## config.mk

```make
export PLATFORM = sky130hd
export DESIGN_NAME = box_smooth_threshold_classifier
export DESIGN_NICKNAME = d
export VERILOG_FILES = /design/src/rtl/bstc_pkg.sv /design/src/rtl/bstc_line_buf.sv /design/src/rtl/bstc_col_cell.sv /design/src/rtl/bstc_level_unit.sv /design/src/rtl/box_smooth_threshold_classifier.sv
export VERILOG_INCLUDE_DIRS = /design/src /design/src/rtl
export SDC_FILE = /design/constraint.sdc
export NUM_CORES = 2
export LEC_CHECK = 0
export BUFFER_PORTS_ARGS = -buffer_cell sky130_fd_sc_hd__buf_2
export CAP_MARGIN = 20
export CORE_MARGIN = 2
export CORE_UTILIZATION = 50
export DETAILED_ROUTE_END_ITERATION = 6
export PLACE_DENSITY = 0.61
export RECOVER_POWER = 100
export SETUP_SLACK_MARGIN = 0.1
export SYNTH_ARGS = -nofsm -noshare
export SYNTH_HDL_FRONTEND = slang
export SYNTH_SLANG_ARGS = --single-unit
```

## constraint.sdc

```tcl
create_clock -name clk_i -period 16.77 [get_ports clk_i]
set_clock_uncertainty 0.15 [all_clocks]
set_input_delay 3.354 -clock clk_i [delete_from_list [all_inputs] [get_ports clk_i]]
set_output_delay 3.354 -clock clk_i [all_outputs]
set_load 0.05 [all_outputs]
```

## src/rtl/box_smooth_threshold_classifier_defines.svh

```systemverilog
// Assertion macros shared by the box smoothing classifier RTL.
`ifndef BOX_SMOOTH_THRESHOLD_CLASSIFIER_DEFINES_SVH
`define BOX_SMOOTH_THRESHOLD_CLASSIFIER_DEFINES_SVH

`define BSTC_ASSERT_IMPLIES(lbl, ante, cons, msg) \
  lbl: assert property (@(posedge clk_i) disable iff (!rst_ni) (ante) |-> (cons)) \
    else $error(msg);

`define BSTC_ASSERT_NEXT(lbl, ante, cons, msg) \
  lbl: assert property (@(posedge clk_i) disable iff (!rst_ni) (ante) |=> (cons)) \
    else $error(msg);

`endif

```

## src/rtl/bstc_pkg.sv

```systemverilog
// Types and constants shared by the box smoothing classifier modules.
package bstc_pkg;

  localparam int SAMPLE_W       = 8;
  localparam int COORD_W        = 8;
  localparam int DIM_W          = 9;
  localparam int GAIN_W         = 12;
  localparam int LEVEL_W        = 8;
  localparam int COL_W          = 10;
  localparam int SUM_W          = 12;
  localparam int PROD_W         = SUM_W + GAIN_W;
  localparam int GAIN_FRAC_BITS = 8;
  localparam int CFG_IDX_W      = 3;
  localparam int CFG_DATA_W     = 12;
  localparam int NUM_CELLS      = 2;

  localparam int QIN_W       = 12;
  localparam int RECIP_W     = 13;
  localparam int QPROD_W     = QIN_W + RECIP_W;
  localparam int RECIP9      = 7282;
  localparam int RECIP_SHIFT = 16;
  localparam int SAT_LIMIT   = 9 << LEVEL_W;

  localparam logic [DIM_W-1:0]    FRAME_WIDTH_RST  = 9'd256;
  localparam logic [DIM_W-1:0]    FRAME_HEIGHT_RST = 9'd256;
  localparam logic [GAIN_W-1:0]   GAIN_RST         = 12'd256;
  localparam logic [LEVEL_W-1:0]  WATER_RST        = 8'd85;
  localparam logic [LEVEL_W-1:0]  PLAIN_RST        = 8'd170;

  typedef enum logic [CFG_IDX_W-1:0] {
    REG_FRAME_WIDTH    = 3'd0,
    REG_FRAME_HEIGHT   = 3'd1,
    REG_SMOOTHING_GAIN = 3'd2,
    REG_WATER_LEVEL    = 3'd3,
    REG_PLAIN_LEVEL    = 3'd4
  } cfg_reg_e;

  typedef enum logic [1:0] {
    CLASS_WATER = 2'd0,
    CLASS_PLAIN = 2'd1,
    CLASS_HILL  = 2'd2
  } terrain_e;

  typedef struct packed {
    logic [SAMPLE_W-1:0] two;
    logic [SAMPLE_W-1:0] one;
  } lb_word_t;

  typedef struct packed {
    logic [COL_W-1:0] a;
    logic [COL_W-1:0] b;
  } col_sum_t;

  typedef struct packed {
    logic [SUM_W-1:0] a;
    logic [SUM_W-1:0] b;
  } win_sum_t;

  typedef struct packed {
    logic [COORD_W-1:0] row;
    logic [COORD_W-1:0] col;
    logic [SUM_W-1:0]   sum;
    logic               last;
  } emit_t;

  typedef struct packed {
    logic [COORD_W-1:0] row;
    logic [COORD_W-1:0] col;
    logic [LEVEL_W-1:0] level;
    terrain_e           cls;
    logic               last;
  } result_t;

endpackage

```

## src/rtl/bstc_line_buf.sv

```systemverilog
// Line buffer memory holding the two rows above the current one, with write forwarding.
module bstc_line_buf #(
  parameter int DEPTH = 256,
  parameter int AW    = 8
) (
  input  logic             clk_i,
  input  logic             re_i,
  input  logic [AW-1:0]    raddr_i,
  output bstc_pkg::lb_word_t rdata_o,
  input  logic             we_i,
  input  logic [AW-1:0]    waddr_i,
  input  bstc_pkg::lb_word_t wdata_i
);
  import bstc_pkg::*;

  lb_word_t mem [DEPTH];
  lb_word_t rdata_q;

  always_ff @(posedge clk_i) begin
    if (we_i) begin
      mem[waddr_i] <= wdata_i;
    end
  end

  always_ff @(posedge clk_i) begin
    if (re_i) begin
      if (we_i && (waddr_i == raddr_i)) begin
        rdata_q <= wdata_i;
      end else begin
        rdata_q <= mem[raddr_i];
      end
    end
  end

  assign rdata_o = rdata_q;

endmodule

```

## src/rtl/bstc_col_cell.sv

```systemverilog
// One window column cell: holds a column sum pair and adds it into the passing window sums.
module bstc_col_cell (
  input  logic               clk_i,
  input  logic               rst_ni,
  input  logic               shift_i,
  input  logic               clear_i,
  input  bstc_pkg::col_sum_t col_i,
  input  bstc_pkg::win_sum_t acc_i,
  output bstc_pkg::col_sum_t col_o,
  output bstc_pkg::win_sum_t acc_o
);
  import bstc_pkg::*;

  col_sum_t col_q;
  col_sum_t col_d;

  always_comb begin
    col_d = col_q;
    if (shift_i) begin
      col_d = clear_i ? '0 : col_i;
    end
  end

  always_ff @(posedge clk_i or negedge rst_ni) begin
    if (!rst_ni) begin
      col_q <= '0;
    end else begin
      col_q <= col_d;
    end
  end

  assign col_o   = col_q;
  assign acc_o.a = acc_i.a + SUM_W'(col_q.a);
  assign acc_o.b = acc_i.b + SUM_W'(col_q.b);

endmodule

```

## src/rtl/bstc_level_unit.sv

```systemverilog
// Scales window sums by gain, divides by 9, saturates, classifies; one per beat unless stalled.
module bstc_level_unit (
  input  logic                         clk_i,
  input  logic                         rst_ni,
  input  logic [bstc_pkg::GAIN_W-1:0]  gain_i,
  input  logic [bstc_pkg::LEVEL_W-1:0] water_i,
  input  logic [bstc_pkg::LEVEL_W-1:0] plain_i,
  input  logic                         res_valid_i,
  output logic                         res_ready_o,
  input  bstc_pkg::emit_t              res_i,
  output logic                         out_valid_o,
  input  logic                         out_ready_i,
  output bstc_pkg::result_t            out_o
);
  import bstc_pkg::*;

  logic               m_valid_q;
  logic [COORD_W-1:0] m_row_q;
  logic [COORD_W-1:0] m_col_q;
  logic               m_last_q;
  logic [PROD_W-1:0]  m_prod_q;

  logic               o_valid_q;
  result_t            o_res_q;

  logic               o_ready;
  logic [PROD_W-1:0]  scaled;
  logic               sat;
  logic [QPROD_W-1:0] quot_prod;
  logic [LEVEL_W-1:0] level;
  terrain_e           cls;

  assign o_ready     = !o_valid_q || out_ready_i;
  assign res_ready_o = !m_valid_q || o_ready;

  always_ff @(posedge clk_i or negedge rst_ni) begin
    if (!rst_ni) begin
      m_valid_q <= 1'b0;
      o_valid_q <= 1'b0;
    end else begin
      if (res_ready_o) begin
        m_valid_q <= res_valid_i;
      end
      if (o_ready) begin
        o_valid_q <= m_valid_q;
      end
    end
  end

  always_ff @(posedge clk_i) begin
    if (res_valid_i && res_ready_o) begin
      m_row_q  <= res_i.row;
      m_col_q  <= res_i.col;
      m_last_q <= res_i.last;
      m_prod_q <= PROD_W'(res_i.sum) * PROD_W'(gain_i);
    end
  end

  assign scaled    = m_prod_q >> GAIN_FRAC_BITS;
  assign sat       = scaled >= PROD_W'(SAT_LIMIT);
  assign quot_prod = QPROD_W'(scaled[QIN_W-1:0]) * QPROD_W'(RECIP9);
  assign level     = sat ? '1 : quot_prod[RECIP_SHIFT +: LEVEL_W];

  always_comb begin
    priority if (level <= water_i) begin
      cls = CLASS_WATER;
    end else if (level <= plain_i) begin
      cls = CLASS_PLAIN;
    end else begin
      cls = CLASS_HILL;
    end
  end

  always_ff @(posedge clk_i) begin
    if (m_valid_q && o_ready) begin
      o_res_q.row   <= m_row_q;
      o_res_q.col   <= m_col_q;
      o_res_q.level <= level;
      o_res_q.cls   <= cls;
      o_res_q.last  <= m_last_q;
    end
  end

  assign out_valid_o = o_valid_q;
  assign out_o       = o_res_q;

endmodule

```

## src/rtl/box_smooth_threshold_classifier.sv

```systemverilog
// Top level of the 3x3 box smoothing filter with water, plain and hill classification.
// Each result passes the window stage and the level unit's product and output registers.
// One sample is accepted per cycle while each yields at most one result and the output is not
// stalled; a sample that completes k windows (two at a row end or on the last row, four at the
// frame end) stays until the level unit, one result per cycle when not stalled, takes all k.
// Reset clears the counters, column cells and pipeline, and loads the register defaults.
`include "box_smooth_threshold_classifier_defines.svh"
module box_smooth_threshold_classifier #(
  parameter int MAX_WIDTH = 256
) (
  input  logic                            clk_i,
  input  logic                            rst_ni,
  input  logic                            cfg_valid_i,
  output logic                            cfg_ready_o,
  input  logic [bstc_pkg::CFG_IDX_W-1:0]  cfg_index_i,
  input  logic [bstc_pkg::CFG_DATA_W-1:0] cfg_data_i,
  input  logic                            in_valid_i,
  output logic                            in_ready_o,
  input  logic [bstc_pkg::SAMPLE_W-1:0]   height_sample_i,
  output logic                            out_valid_o,
  input  logic                            out_ready_i,
  output logic [bstc_pkg::COORD_W-1:0]    out_row_o,
  output logic [bstc_pkg::COORD_W-1:0]    out_col_o,
  output logic [bstc_pkg::LEVEL_W-1:0]    smoothed_level_o,
  output logic [1:0]                      terrain_class_o,
  output logic                            last_of_run_o
);
  import bstc_pkg::*;

  localparam int LB_DEPTH = (MAX_WIDTH < 256) ? MAX_WIDTH : 256;
  localparam int LB_AW    = $clog2(LB_DEPTH);

  localparam int EMIT_UL   = 0;
  localparam int EMIT_UP   = 1;
  localparam int EMIT_LEFT = 2;
  localparam int EMIT_HERE = 3;

  logic [DIM_W-1:0]   frame_width_q;
  logic [DIM_W-1:0]   frame_height_q;
  logic [GAIN_W-1:0]  gain_q;
  logic [LEVEL_W-1:0] water_level_q;
  logic [LEVEL_W-1:0] plain_level_q;

  logic [COORD_W-1:0] row_q, row_d;
  logic [COORD_W-1:0] col_q, col_d;
  logic [DIM_W-1:0]   width_m1;
  logic [DIM_W-1:0]   height_m1;
  logic               row_end;
  logic               last_row;
  logic [3:0]         mask_new;
  logic               in_fire;

  logic                s1_valid_q;
  logic [3:0]          s1_mask_q;
  logic                s1_row_end_q;
  logic [SAMPLE_W-1:0] s1_sample_q;
  logic [COORD_W-1:0]  s1_row_q;
  logic [COORD_W-1:0]  s1_col_q;

  lb_word_t            lb_rd;
  lb_word_t            lb_wr;
  logic [SAMPLE_W-1:0] above_one;
  logic [SAMPLE_W-1:0] above_two;
  col_sum_t            col_chain [NUM_CELLS+1];
  win_sum_t            acc_chain [NUM_CELLS+1];

  logic    [3:0] pick;
  logic    [3:0] mask_left;
  logic    [3:0] mask_after;
  emit_t         emit;
  logic          emit_valid;
  logic          emit_ready;
  logic          emit_fire;
  logic          s1_retire;
  result_t       res_out;

  // Configuration registers.
  assign cfg_ready_o = 1'b1;

  always_ff @(posedge clk_i or negedge rst_ni) begin
    if (!rst_ni) begin
      frame_width_q  <= FRAME_WIDTH_RST;
      frame_height_q <= FRAME_HEIGHT_RST;
      gain_q         <= GAIN_RST;
      water_level_q  <= WATER_RST;
      plain_level_q  <= PLAIN_RST;
    end else if (cfg_valid_i) begin
      unique case (cfg_reg_e'(cfg_index_i))
        REG_FRAME_WIDTH:    frame_width_q  <= cfg_data_i[DIM_W-1:0];
        REG_FRAME_HEIGHT:   frame_height_q <= cfg_data_i[DIM_W-1:0];
        REG_SMOOTHING_GAIN: gain_q         <= cfg_data_i[GAIN_W-1:0];
        REG_WATER_LEVEL:    water_level_q  <= cfg_data_i[LEVEL_W-1:0];
        REG_PLAIN_LEVEL:    plain_level_q  <= cfg_data_i[LEVEL_W-1:0];
        default: begin
        end
      endcase
    end
  end

  // Effective frame size and the position of the incoming sample.
  always_comb begin
    priority if (frame_width_q == '0) begin
      width_m1 = '0;
    end else if (frame_width_q > DIM_W'(LB_DEPTH)) begin
      width_m1 = DIM_W'(LB_DEPTH - 1);
    end else begin
      width_m1 = frame_width_q - 1'b1;
    end
    priority if (frame_height_q == '0) begin
      height_m1 = '0;
    end else if (frame_height_q > FRAME_HEIGHT_RST) begin
      height_m1 = FRAME_HEIGHT_RST - 1'b1;
    end else begin
      height_m1 = frame_height_q - 1'b1;
    end
  end

  assign row_end  = {1'b0, col_q} >= width_m1;
  assign last_row = {1'b0, row_q} >= height_m1;

  assign mask_new[EMIT_UL]   = (row_q != '0) && (col_q != '0);
  assign mask_new[EMIT_UP]   = (row_q != '0) && row_end;
  assign mask_new[EMIT_LEFT] = last_row && (col_q != '0);
  assign mask_new[EMIT_HERE] = last_row && row_end;

  assign in_ready_o = !s1_valid_q || s1_retire;
  assign in_fire    = in_valid_i && in_ready_o;

  always_comb begin
    row_d = row_q;
    col_d = col_q;
    if (in_fire) begin
      if (row_end) begin
        col_d = '0;
        row_d = last_row ? '0 : row_q + 1'b1;
      end else begin
        col_d = col_q + 1'b1;
      end
    end
  end

  always_ff @(posedge clk_i or negedge rst_ni) begin
    if (!rst_ni) begin
      row_q <= '0;
      col_q <= '0;
    end else begin
      row_q <= row_d;
      col_q <= col_d;
    end
  end

  // Window stage: holds one sample until all of its results have left.
  always_ff @(posedge clk_i or negedge rst_ni) begin
    if (!rst_ni) begin
      s1_valid_q <= 1'b0;
      s1_mask_q  <= '0;
    end else if (in_fire) begin
      s1_valid_q <= 1'b1;
      s1_mask_q  <= mask_new;
    end else if (s1_retire) begin
      s1_valid_q <= 1'b0;
      s1_mask_q  <= '0;
    end else begin
      s1_mask_q  <= mask_after;
    end
  end

  always_ff @(posedge clk_i) begin
    if (in_fire) begin
      s1_row_end_q <= row_end;
      s1_sample_q  <= height_sample_i;
      s1_row_q     <= row_q;
      s1_col_q     <= col_q;
    end
  end

  assign lb_wr.two = lb_rd.one;
  assign lb_wr.one = s1_sample_q;

  bstc_line_buf #(
    .DEPTH (LB_DEPTH),
    .AW    (LB_AW)
  ) u_line_buf (
    .clk_i   (clk_i),
    .re_i    (in_fire),
    .raddr_i (col_q[LB_AW-1:0]),
    .rdata_o (lb_rd),
    .we_i    (s1_retire),
    .waddr_i (s1_col_q[LB_AW-1:0]),
    .wdata_i (lb_wr)
  );

  assign above_one = (s1_row_q != '0) ? lb_rd.one : '0;
  assign above_two = (s1_row_q > COORD_W'(1)) ? lb_rd.two : '0;

  assign col_chain[0].a = COL_W'(above_two) + COL_W'(above_one) + COL_W'(s1_sample_q);
  assign col_chain[0].b = COL_W'(above_one) + COL_W'(s1_sample_q);
  assign acc_chain[0].a = SUM_W'(col_chain[0].a);
  assign acc_chain[0].b = SUM_W'(col_chain[0].b);

  for (genvar i = 0; i < NUM_CELLS; i++) begin : g_cells
    bstc_col_cell u_cell (
      .clk_i   (clk_i),
      .rst_ni  (rst_ni),
      .shift_i (s1_retire),
      .clear_i (s1_row_end_q),
      .col_i   (col_chain[i]),
      .acc_i   (acc_chain[i]),
      .col_o   (col_chain[i+1]),
      .acc_o   (acc_chain[i+1])
    );
  end

  // Results go out in window order: upper-left, upper, left, here.
  always_comb begin
    pick     = '0;
    emit.row = s1_row_q;
    emit.col = s1_col_q;
    emit.sum = acc_chain[1].b;
    priority if (s1_mask_q[EMIT_UL]) begin
      pick[EMIT_UL] = 1'b1;
      emit.row      = s1_row_q - 1'b1;
      emit.col      = s1_col_q - 1'b1;
      emit.sum      = acc_chain[2].a;
    end else if (s1_mask_q[EMIT_UP]) begin
      pick[EMIT_UP] = 1'b1;
      emit.row      = s1_row_q - 1'b1;
      emit.sum      = acc_chain[1].a;
    end else if (s1_mask_q[EMIT_LEFT]) begin
      pick[EMIT_LEFT] = 1'b1;
      emit.col        = s1_col_q - 1'b1;
      emit.sum        = acc_chain[2].b;
    end else begin
      pick[EMIT_HERE] = s1_mask_q[EMIT_HERE];
    end
    emit.last = ((s1_mask_q & ~pick) == '0);
  end

  assign mask_left  = s1_mask_q & ~pick;
  assign emit_valid = s1_valid_q && (s1_mask_q != '0);
  assign emit_fire  = emit_valid && emit_ready;
  assign mask_after = emit_fire ? mask_left : s1_mask_q;
  assign s1_retire  = s1_valid_q && (mask_after == '0);

  bstc_level_unit u_level (
    .clk_i       (clk_i),
    .rst_ni      (rst_ni),
    .gain_i      (gain_q),
    .water_i     (water_level_q),
    .plain_i     (plain_level_q),
    .res_valid_i (emit_valid),
    .res_ready_o (emit_ready),
    .res_i       (emit),
    .out_valid_o (out_valid_o),
    .out_ready_i (out_ready_i),
    .out_o       (res_out)
  );

  assign out_row_o        = res_out.row;
  assign out_col_o        = res_out.col;
  assign smoothed_level_o = res_out.level;
  assign terrain_class_o  = res_out.cls;
  assign last_of_run_o    = res_out.last;

  `BSTC_ASSERT_IMPLIES(a_empty_no_pending, !s1_valid_q, s1_mask_q == '0, "pending results in empty stage")
  `BSTC_ASSERT_NEXT(a_mask_only_shrinks, s1_valid_q && !in_fire, (s1_mask_q & ~$past(s1_mask_q)) == '0, "pending results grew")
  `BSTC_ASSERT_IMPLIES(a_done_frees_stage, s1_valid_q && s1_mask_q == '0, in_ready_o, "finished sample still blocks input")
  `BSTC_ASSERT_NEXT(a_row_end_wraps, in_fire && row_end, col_q == '0, "column count did not wrap at row end")

endmodule
```

After elaboration in Yosys (flattened, before gate mapping)
Memory sizes are Yosys's and may differ from the RTL's. A register that Yosys moved wholly into a read port is not among the register bits.
Cells that the tools add are included.
{"block": "word_totals", "register_bits": 202, "mem_bits_rw": 4096, "in_bits": 28, "output_inout_bits": 30, "word_cells": 119, "memories": 1}
{"block": "op_classes", "n_addsub": 13, "mul": 2, "magnitude_cmp": 8, "eq_ne": 4, "mux": 30, "bitwise_logic": 2, "n_reduce_logical": 31}
{"memory": "u_line_buf.mem", "depth": 256, "width": 16, "read_ports": 1, "rd_ports_with_merged_regs": 1, "wr": 1, "line": "bstc_line_buf.sv:16", "source": "lb_word_t mem [DEPTH];"}
{"operator": "2-to-1 mux 20 bit", "count": 3}
{"operator": "2-to-1 mux 8 bit", "count": 7}
{"operator": "2-to-1 mux 9 bit", "count": 4}
{"operator": "2-to-1 mux 28 bit", "count": 1}
{"operator": "adder 11 x 10 -> 12 bit", "count": 2}
{"operator": "multiplier 12 x 12 -> 24 bit", "count": 1}
{"operator": "nonzero test 8 bit", "count": 3}
{"operator": "multiplier 12 x 12 -> 23 bit (second input constant)", "count": 1}
{"operator": "adder 8 x 8 -> 9 bit", "count": 2}
{"operator": "greater-or-equal comparator 8 x 9 -> 1 bit", "count": 2}
{"operator": "greater-than comparator 9 bit (second input constant)", "count": 2}
{"operator": "zero test 9 bit", "count": 2}
{"operator": "subtractor 9 x 1 -> 9 bit (second input constant)", "count": 2}
{"operator": "adder 8 x 1 -> 8 bit (second input constant)", "count": 2}
{"operator": "greater-or-equal comparator 16 x 12 -> 1 bit (second input constant)", "count": 1}
{"operator": "<= comparator 8 bit", "count": 2}
{"operator": "subtractor 8 x 1 -> 8 bit (second input constant)", "count": 2}
{"operator": "2-to-1 mux 12 bit", "count": 1}
{"operator": "2-to-1 mux 4 bit", "count": 3}
{"operator": "AND reduction 2 bit", "count": 6}
{"operator": "adder 10 x 10 -> 11 bit", "count": 1}
{"operator": "adder 9 x 10 -> 11 bit", "count": 1}
{"operator": "adder 9 x 8 -> 10 bit", "count": 1}
{"operator": "logical AND 1 bit", "count": 9}
{"operator": "other kinds (15)", "count": 29}

Longest topological paths before layout
{"block": "depth", "word_depth": 11, "ltp_mapped": 46, "mapped_depth_nobuf": 45}

Cells and area by module
A second synthesis with hierarchy kept.
{"block": "hier_totals", "hier_cells": 9366, "area_unflattened_um2": 177022.3}
{"mod": "bstc_line_buf", "n_inst": 1, "cells_per_inst": 7444, "area_per_inst_um2": 158228.0, "seq_area_each_um2": 123478.4}
{"mod": "bstc_level_unit", "n_inst": 1, "cells_per_inst": 897, "area_per_inst_um2": 9086.2, "seq_area_each_um2": 1851.8}
{"mod": "box_smooth_threshold_classifier", "n_inst": 1, "cells_per_inst": 599, "area_per_inst_um2": 6029.5, "seq_area_each_um2": 2441.1}
{"mod": "bstc_col_cell", "n_inst": 2, "cells_per_inst": 213, "area_per_inst_um2": 1839.3, "seq_area_each_um2": 500.5}

Least setup slack after synthesis
Ideal clock, no wire load.
{"block": "synth_path", "path_kind": "reg2reg", "startpoint": "register s1_sample_q[1]", "endpoint": "register u_level.m_prod_q[23], data pin", "setup_ns": 0.260, "arrival_ns": 12.921, "required_ns": 16.360, "setup_slack_ns": 3.439, "path_stages_with_launch": 43, "n_path_buf": 1, "period_less_slack_ns": 13.331, "cell_sequence": "edfxtp_1 inv_1 fa_1 inv_1 ha_1 inv_1 fa_1 inv_1 a21oi_1 o21bai_1 xor2_1 ha_1 or2_2 a21oi_1 nor2_1 xor2_1 ha_1 or4_1 [7 not listed] nand2_1 fa_1 inv_1 fa_1 fa_1 fa_1 inv_1 fa_1 inv_1 ha_1 and4_1 a221oi_1 o32ai_1 a21o_1 o41a_1 a21o_1 a21oi_1 xnor2_1"}
{"block": "synth_between", "elab_chain_len": 7, "elab_cells_between_ends": 10, "classes_between": "add/sub (6); mul (1); mux (3)"}
{"item": "start: declaration", "line": "box_smooth_threshold_classifier.sv:56", "source": "logic [SAMPLE_W-1:0] s1_sample_q;"}
{"item": "start signal: assignment", "line": "box_smooth_threshold_classifier.sv:171", "source": "s1_sample_q <= height_sample_i;"}
{"item": "adder 8 x 8 -> 9 bit", "line": "box_smooth_threshold_classifier.sv:197", "source": "assign col_chain[0].b = COL_W'(above_one) + COL_W'(s1_sample_q);"}
{"item": "adder 9 x 10 -> 11 bit", "line": "bstc_col_cell.sv:34", "source": "assign acc_o.b = acc_i.b + SUM_W'(col_q.b);"}
{"item": "adder 11 x 10 -> 12 bit", "line": "bstc_col_cell.sv:34"}
{"item": "2-to-1 mux 20 bit", "line": "box_smooth_threshold_classifier.sv:229", "source": "end else if (s1_mask_q[EMIT_LEFT]) begin"}
{"item": "2-to-1 mux 12 bit", "line": "box_smooth_threshold_classifier.sv:225", "source": "end else if (s1_mask_q[EMIT_UP]) begin"}
{"item": "2-to-1 mux 28 bit (*)", "line": "box_smooth_threshold_classifier.sv:220", "source": "priority if (s1_mask_q[EMIT_UL]) begin"}
{"item": "multiplier 12 x 12 -> 24 bit (*)", "line": "bstc_level_unit.sv:55", "source": "m_prod_q <= PROD_W'(res_i.sum) * PROD_W'(gain_i);"}
{"item": "end signal: assignment", "line": "bstc_level_unit.sv:55"}
{"item": "end: declaration", "line": "bstc_level_unit.sv:21", "source": "logic [PROD_W-1:0] m_prod_q;"}
Every way passes the cells marked *; elsewhere a longest branch is shown, timed or not.
A chain may end at the register's enable or synchronous reset.

Worst setup path in the final report
{"block": "layout_path", "startpoint": "register s1_sample_q[3]", "endpoint": "register u_level.m_prod_q[23], data pin"}
The elaborated chain is that of the path after synthesis.

==> impl_metrics.py <==
metrics = {
    "sta": {
        "timing.final.crit_share": 0.841,
        "slew_headroom": -5.67,
        "tns_ns": 0,
        "fin_crit_ns": 14.10,
        "setup_viol": 0,
        "rsz0062_at_grt": "false",
        "max_freq_mhz": 70.9,
        "whs_ns": 0.268,
        "slew_viol_final": 5536,
        "finalHoldViolCount": 0,
        "tightest_slew_ns": 10.01,
    },
    "yosys": {
        "syn_inst": 8789,
        "synth_cell_types": 84,
        "syn_area_um2": 176000,
        "ys_ff_latch": 4304,
        "synth_warnings": 0,
        "synth_edf_count": 4197,
        "avgSynthCellArea_um2": 20.0,
        "synthArstFlopShare": 0.0249,
        "yosysSeqAreaShare": 0.733,
        "synth_flop_cell": "edfxtp_1",
        "syn_nets": 9191,
    },
    "floorplan": {
        "num_rows": 217,
        "die_h_um": 597,
        "start_util": 0.503,
        "fp.dieArea_um2": 356000,
        "die_x_um": 597,
        "coreArea_um2": 349000,
        "ios": 58,
    },
    "worst_setup_path": {
        "start_kind": "register",
        "crit_type": "register to register",
        "critPathMaxFanout": 58,
        "cp.required_ns": 17.34,
        "arrival_ns": 14.67,
        "cp_slowest_cell": "clkbuf_1",
        "crit_top_cell": "fa_1",
        "critPathCaptureType": "register",
        "slowest_delay_ns": 2.63,
    },
    "finish": {
        "syn2layout_area_growth_pct": 11.6,
        "nets": 9702,
        "drive_above_1_share": 0.203,
    },
    "route": {
        "drt_iter0_drc": 13282,
        "routed_wirelength_um": 509000,
        "vias_per_cell": 6.45,
        "num_vias": 92112,
        "ant_nets": 0,
        "drc": 0,
        "drt-pass1-iter-count": 6,
        "post_drt_wl_per_cell_um": 35.6,
    },
    "clock_tree": {
        "clk_pin_slew_ns": 0.06,
        "numCtsBuffers": 436,
        "root_buffer": "clkbuf_16",
        "cts_sinks": 4304,
        "ctsResizeCount": 0,
        "cts_setup_buffers": 0,
        "htreeDepth": 5,
        "cts_hold_buf": 0,
        "clock_path_buffers": 4,
        "cts_tree": "done",
        "clk-insertion-delay-late_ns": 1.01,
    },
    "grt": {
        "grt_pass1_wl_um": 709000,
        "overflow": 0,
        "grt_max_degree": 186,
        "antenna_found_initial": 43,
        "track_usage": 0.284,
        "grt_pass1_vias": 91011,
    },
    "run": {
        "maxCapViolCount": 108,
    },
    "place": {
        "place.gp.congestion": 0.896,
        "dp.final_hpwl_um": 306000,
        "port_buffers": 56,
    },
    "run_status": {
        "status": "finished, violations left",
        "violations": "max-capacitance violations, max-slew violations",
    },
    "worst_hold_path": {
        "hold_path_class": "register to register",
    },
}
-- cell usage in the layout (no fill, tap or decap), types with 115 or more instances in the layout --
cell / n
clkbuf_16: 445
inv_1: 244
o21ai_0: 178
mux2i_1: 297
mux4_2: 1028
a21oi_1: 172
clkinv_1: 115
nor2_1: 335
buf_4: 137
nand2_1: 409
clkbuf_1: 450
edfxtp_1: 4197
fa_1: 143
ha_1: 231
-- worst max-delay path, delay by kind of cell (launching register included) --
family,cells,cell delay [ns]
buffers and inverters,7,4.85
DFF,1,0.38
AOI/OAI and AO/OA,13,3.44
xor gates and xnor gates,4,0.70
adders and majority gates,9,3.85
muxes,1,0.10
and+or+nand+nor,2,0.31
-- metal layers --
metal	vias up	routed length, um	track usage
met5	-	152	0
met4	20	25600	0.123
met3	1063	54700	0.0655
met2	5063	234000	0.435
met1	49183	194000	0.395
li1	36783	-	-
-- final timing paths --
| kind | from | end | slack [ns] | depth (start not counted) |
|---|---|---|---|---|
| max reg2reg | s1_sample_q[3] | u_level.m_prod_q[23] | 2.67 | 36 |
| min in group asynchronous | rst_ni | gain_q[1] | 3.35 | 1 |
| max | s1_sample_q[3] | u_level.m_prod_q[23] | 2.67 | 36 |
| min reg2reg | u_level.m_col_q[2] | u_level.out_o[13] | 0.27 | 0 |
| max in group asynchronous | rst_ni | col_q[0] | 8.67 | 2 |
| min | u_level.m_col_q[2] | u_level.out_o[13] | 0.27 | 0 |
-- flip-flops by register name, indices dropped and copies added, names as in the netlist, 9 cells and up --
| signal | count |
|---|---|
| u_line_buf.rdata_o | 16 |
| u_level.m_prod_q | 16 |
| frame_width_q | 9 |
| frame_height_q | 9 |
| g_cells.u_cell.col_o | 38 |
| u_level.out_o | 27 |
| u_line_buf.mem | 4096 |
| gain_q | 12 |
-- cell type report --
cell class                 instances  area (um^2)
antenna                           22         55.1
clock buffer                     542        11500
clock inverter                   264         2370
fill                           26517       153000
inverter                         249          942
multi-input combinational       3781        43800
sequential                      4304       129000
tap                             4599         5750
timing repair buffer             528         2720
-- per-stage QoR --
stage	area (um^2)	util	cells	setup slack [ns]
after CTS	198000	0.565	14251	4.11
after global routing	196000	0.561	14269	2.06
final	196000	0.561	14289	2.67
after global placement	183000	0.524	13420	4.10
after detailed placement	184000	0.526	13445	4.15
after floorplan	176000	-	8789	3.44
-- kinds of logic (layout without fill, tap and decap cells) --
| group | after synthesis | count (layout) | synth area share |
|---|---|---|---|
| AO/OA/AOI/OAI | 792 | 792 | 0.0298 |
| XOR/XNOR | 94 | 94 | 0.00469 |
| adder cells (fa/ha/maj) | 378 | 378 | 0.0330 |
| buffers and inverters | 704 | 1583 | 0.0188 |
| flip-flops | 4304 | 4304 | 0.733 |
| multiplexers | 1380 | 1380 | 0.152 |
| other | 1 | 23 | 0.0000214 |
| AND/OR/NAND/NOR | 1136 | 1136 | 0.0286 |
-- synth_stat cells, types with 26 or more instances --
cell type | n | share of area
a211oi_1 | 30 | 0.0013
a21o_1 | 37 | 0.0016
a21oi_1 | 172 | 0.0049
a221oi_1 | 32 | 0.0016
a22oi_1 | 41 | 0.0018
and2_1 | 72 | 0.0026
buf_1 | 32 | 0.00068
buf_2 | 136 | 0.0039
buf_4 | 68 | 0.0029
buf_6 | 31 | 0.0020
clkbuf_1 | 188 | 0.0040
dfrtp_1 | 96 | 0.014
edfxtp_1 | 4197 | 0.72
fa_1 | 143 | 0.016
ha_1 | 231 | 0.016
inv_1 | 245 | 0.0052
mux2_2 | 55 | 0.0035
mux2i_1 | 297 | 0.017
mux4_2 | 1028 | 0.13
nand2_1 | 413 | 0.0088
nand2b_1 | 51 | 0.0018
nand3_1 | 46 | 0.0013
nor2_1 | 391 | 0.0084
nor2b_1 | 26 | 0.00093
nor3_1 | 56 | 0.0016
o21ai_0 | 179 | 0.0051
o221ai_1 | 35 | 0.0017
o22ai_1 | 64 | 0.0023
xnor2_1 | 60 | 0.0030
xor2_1 | 34 | 0.0017
Power is not shown: default switching activity piles up to over one toggle a cycle in this logic, so the estimate is an artifact.
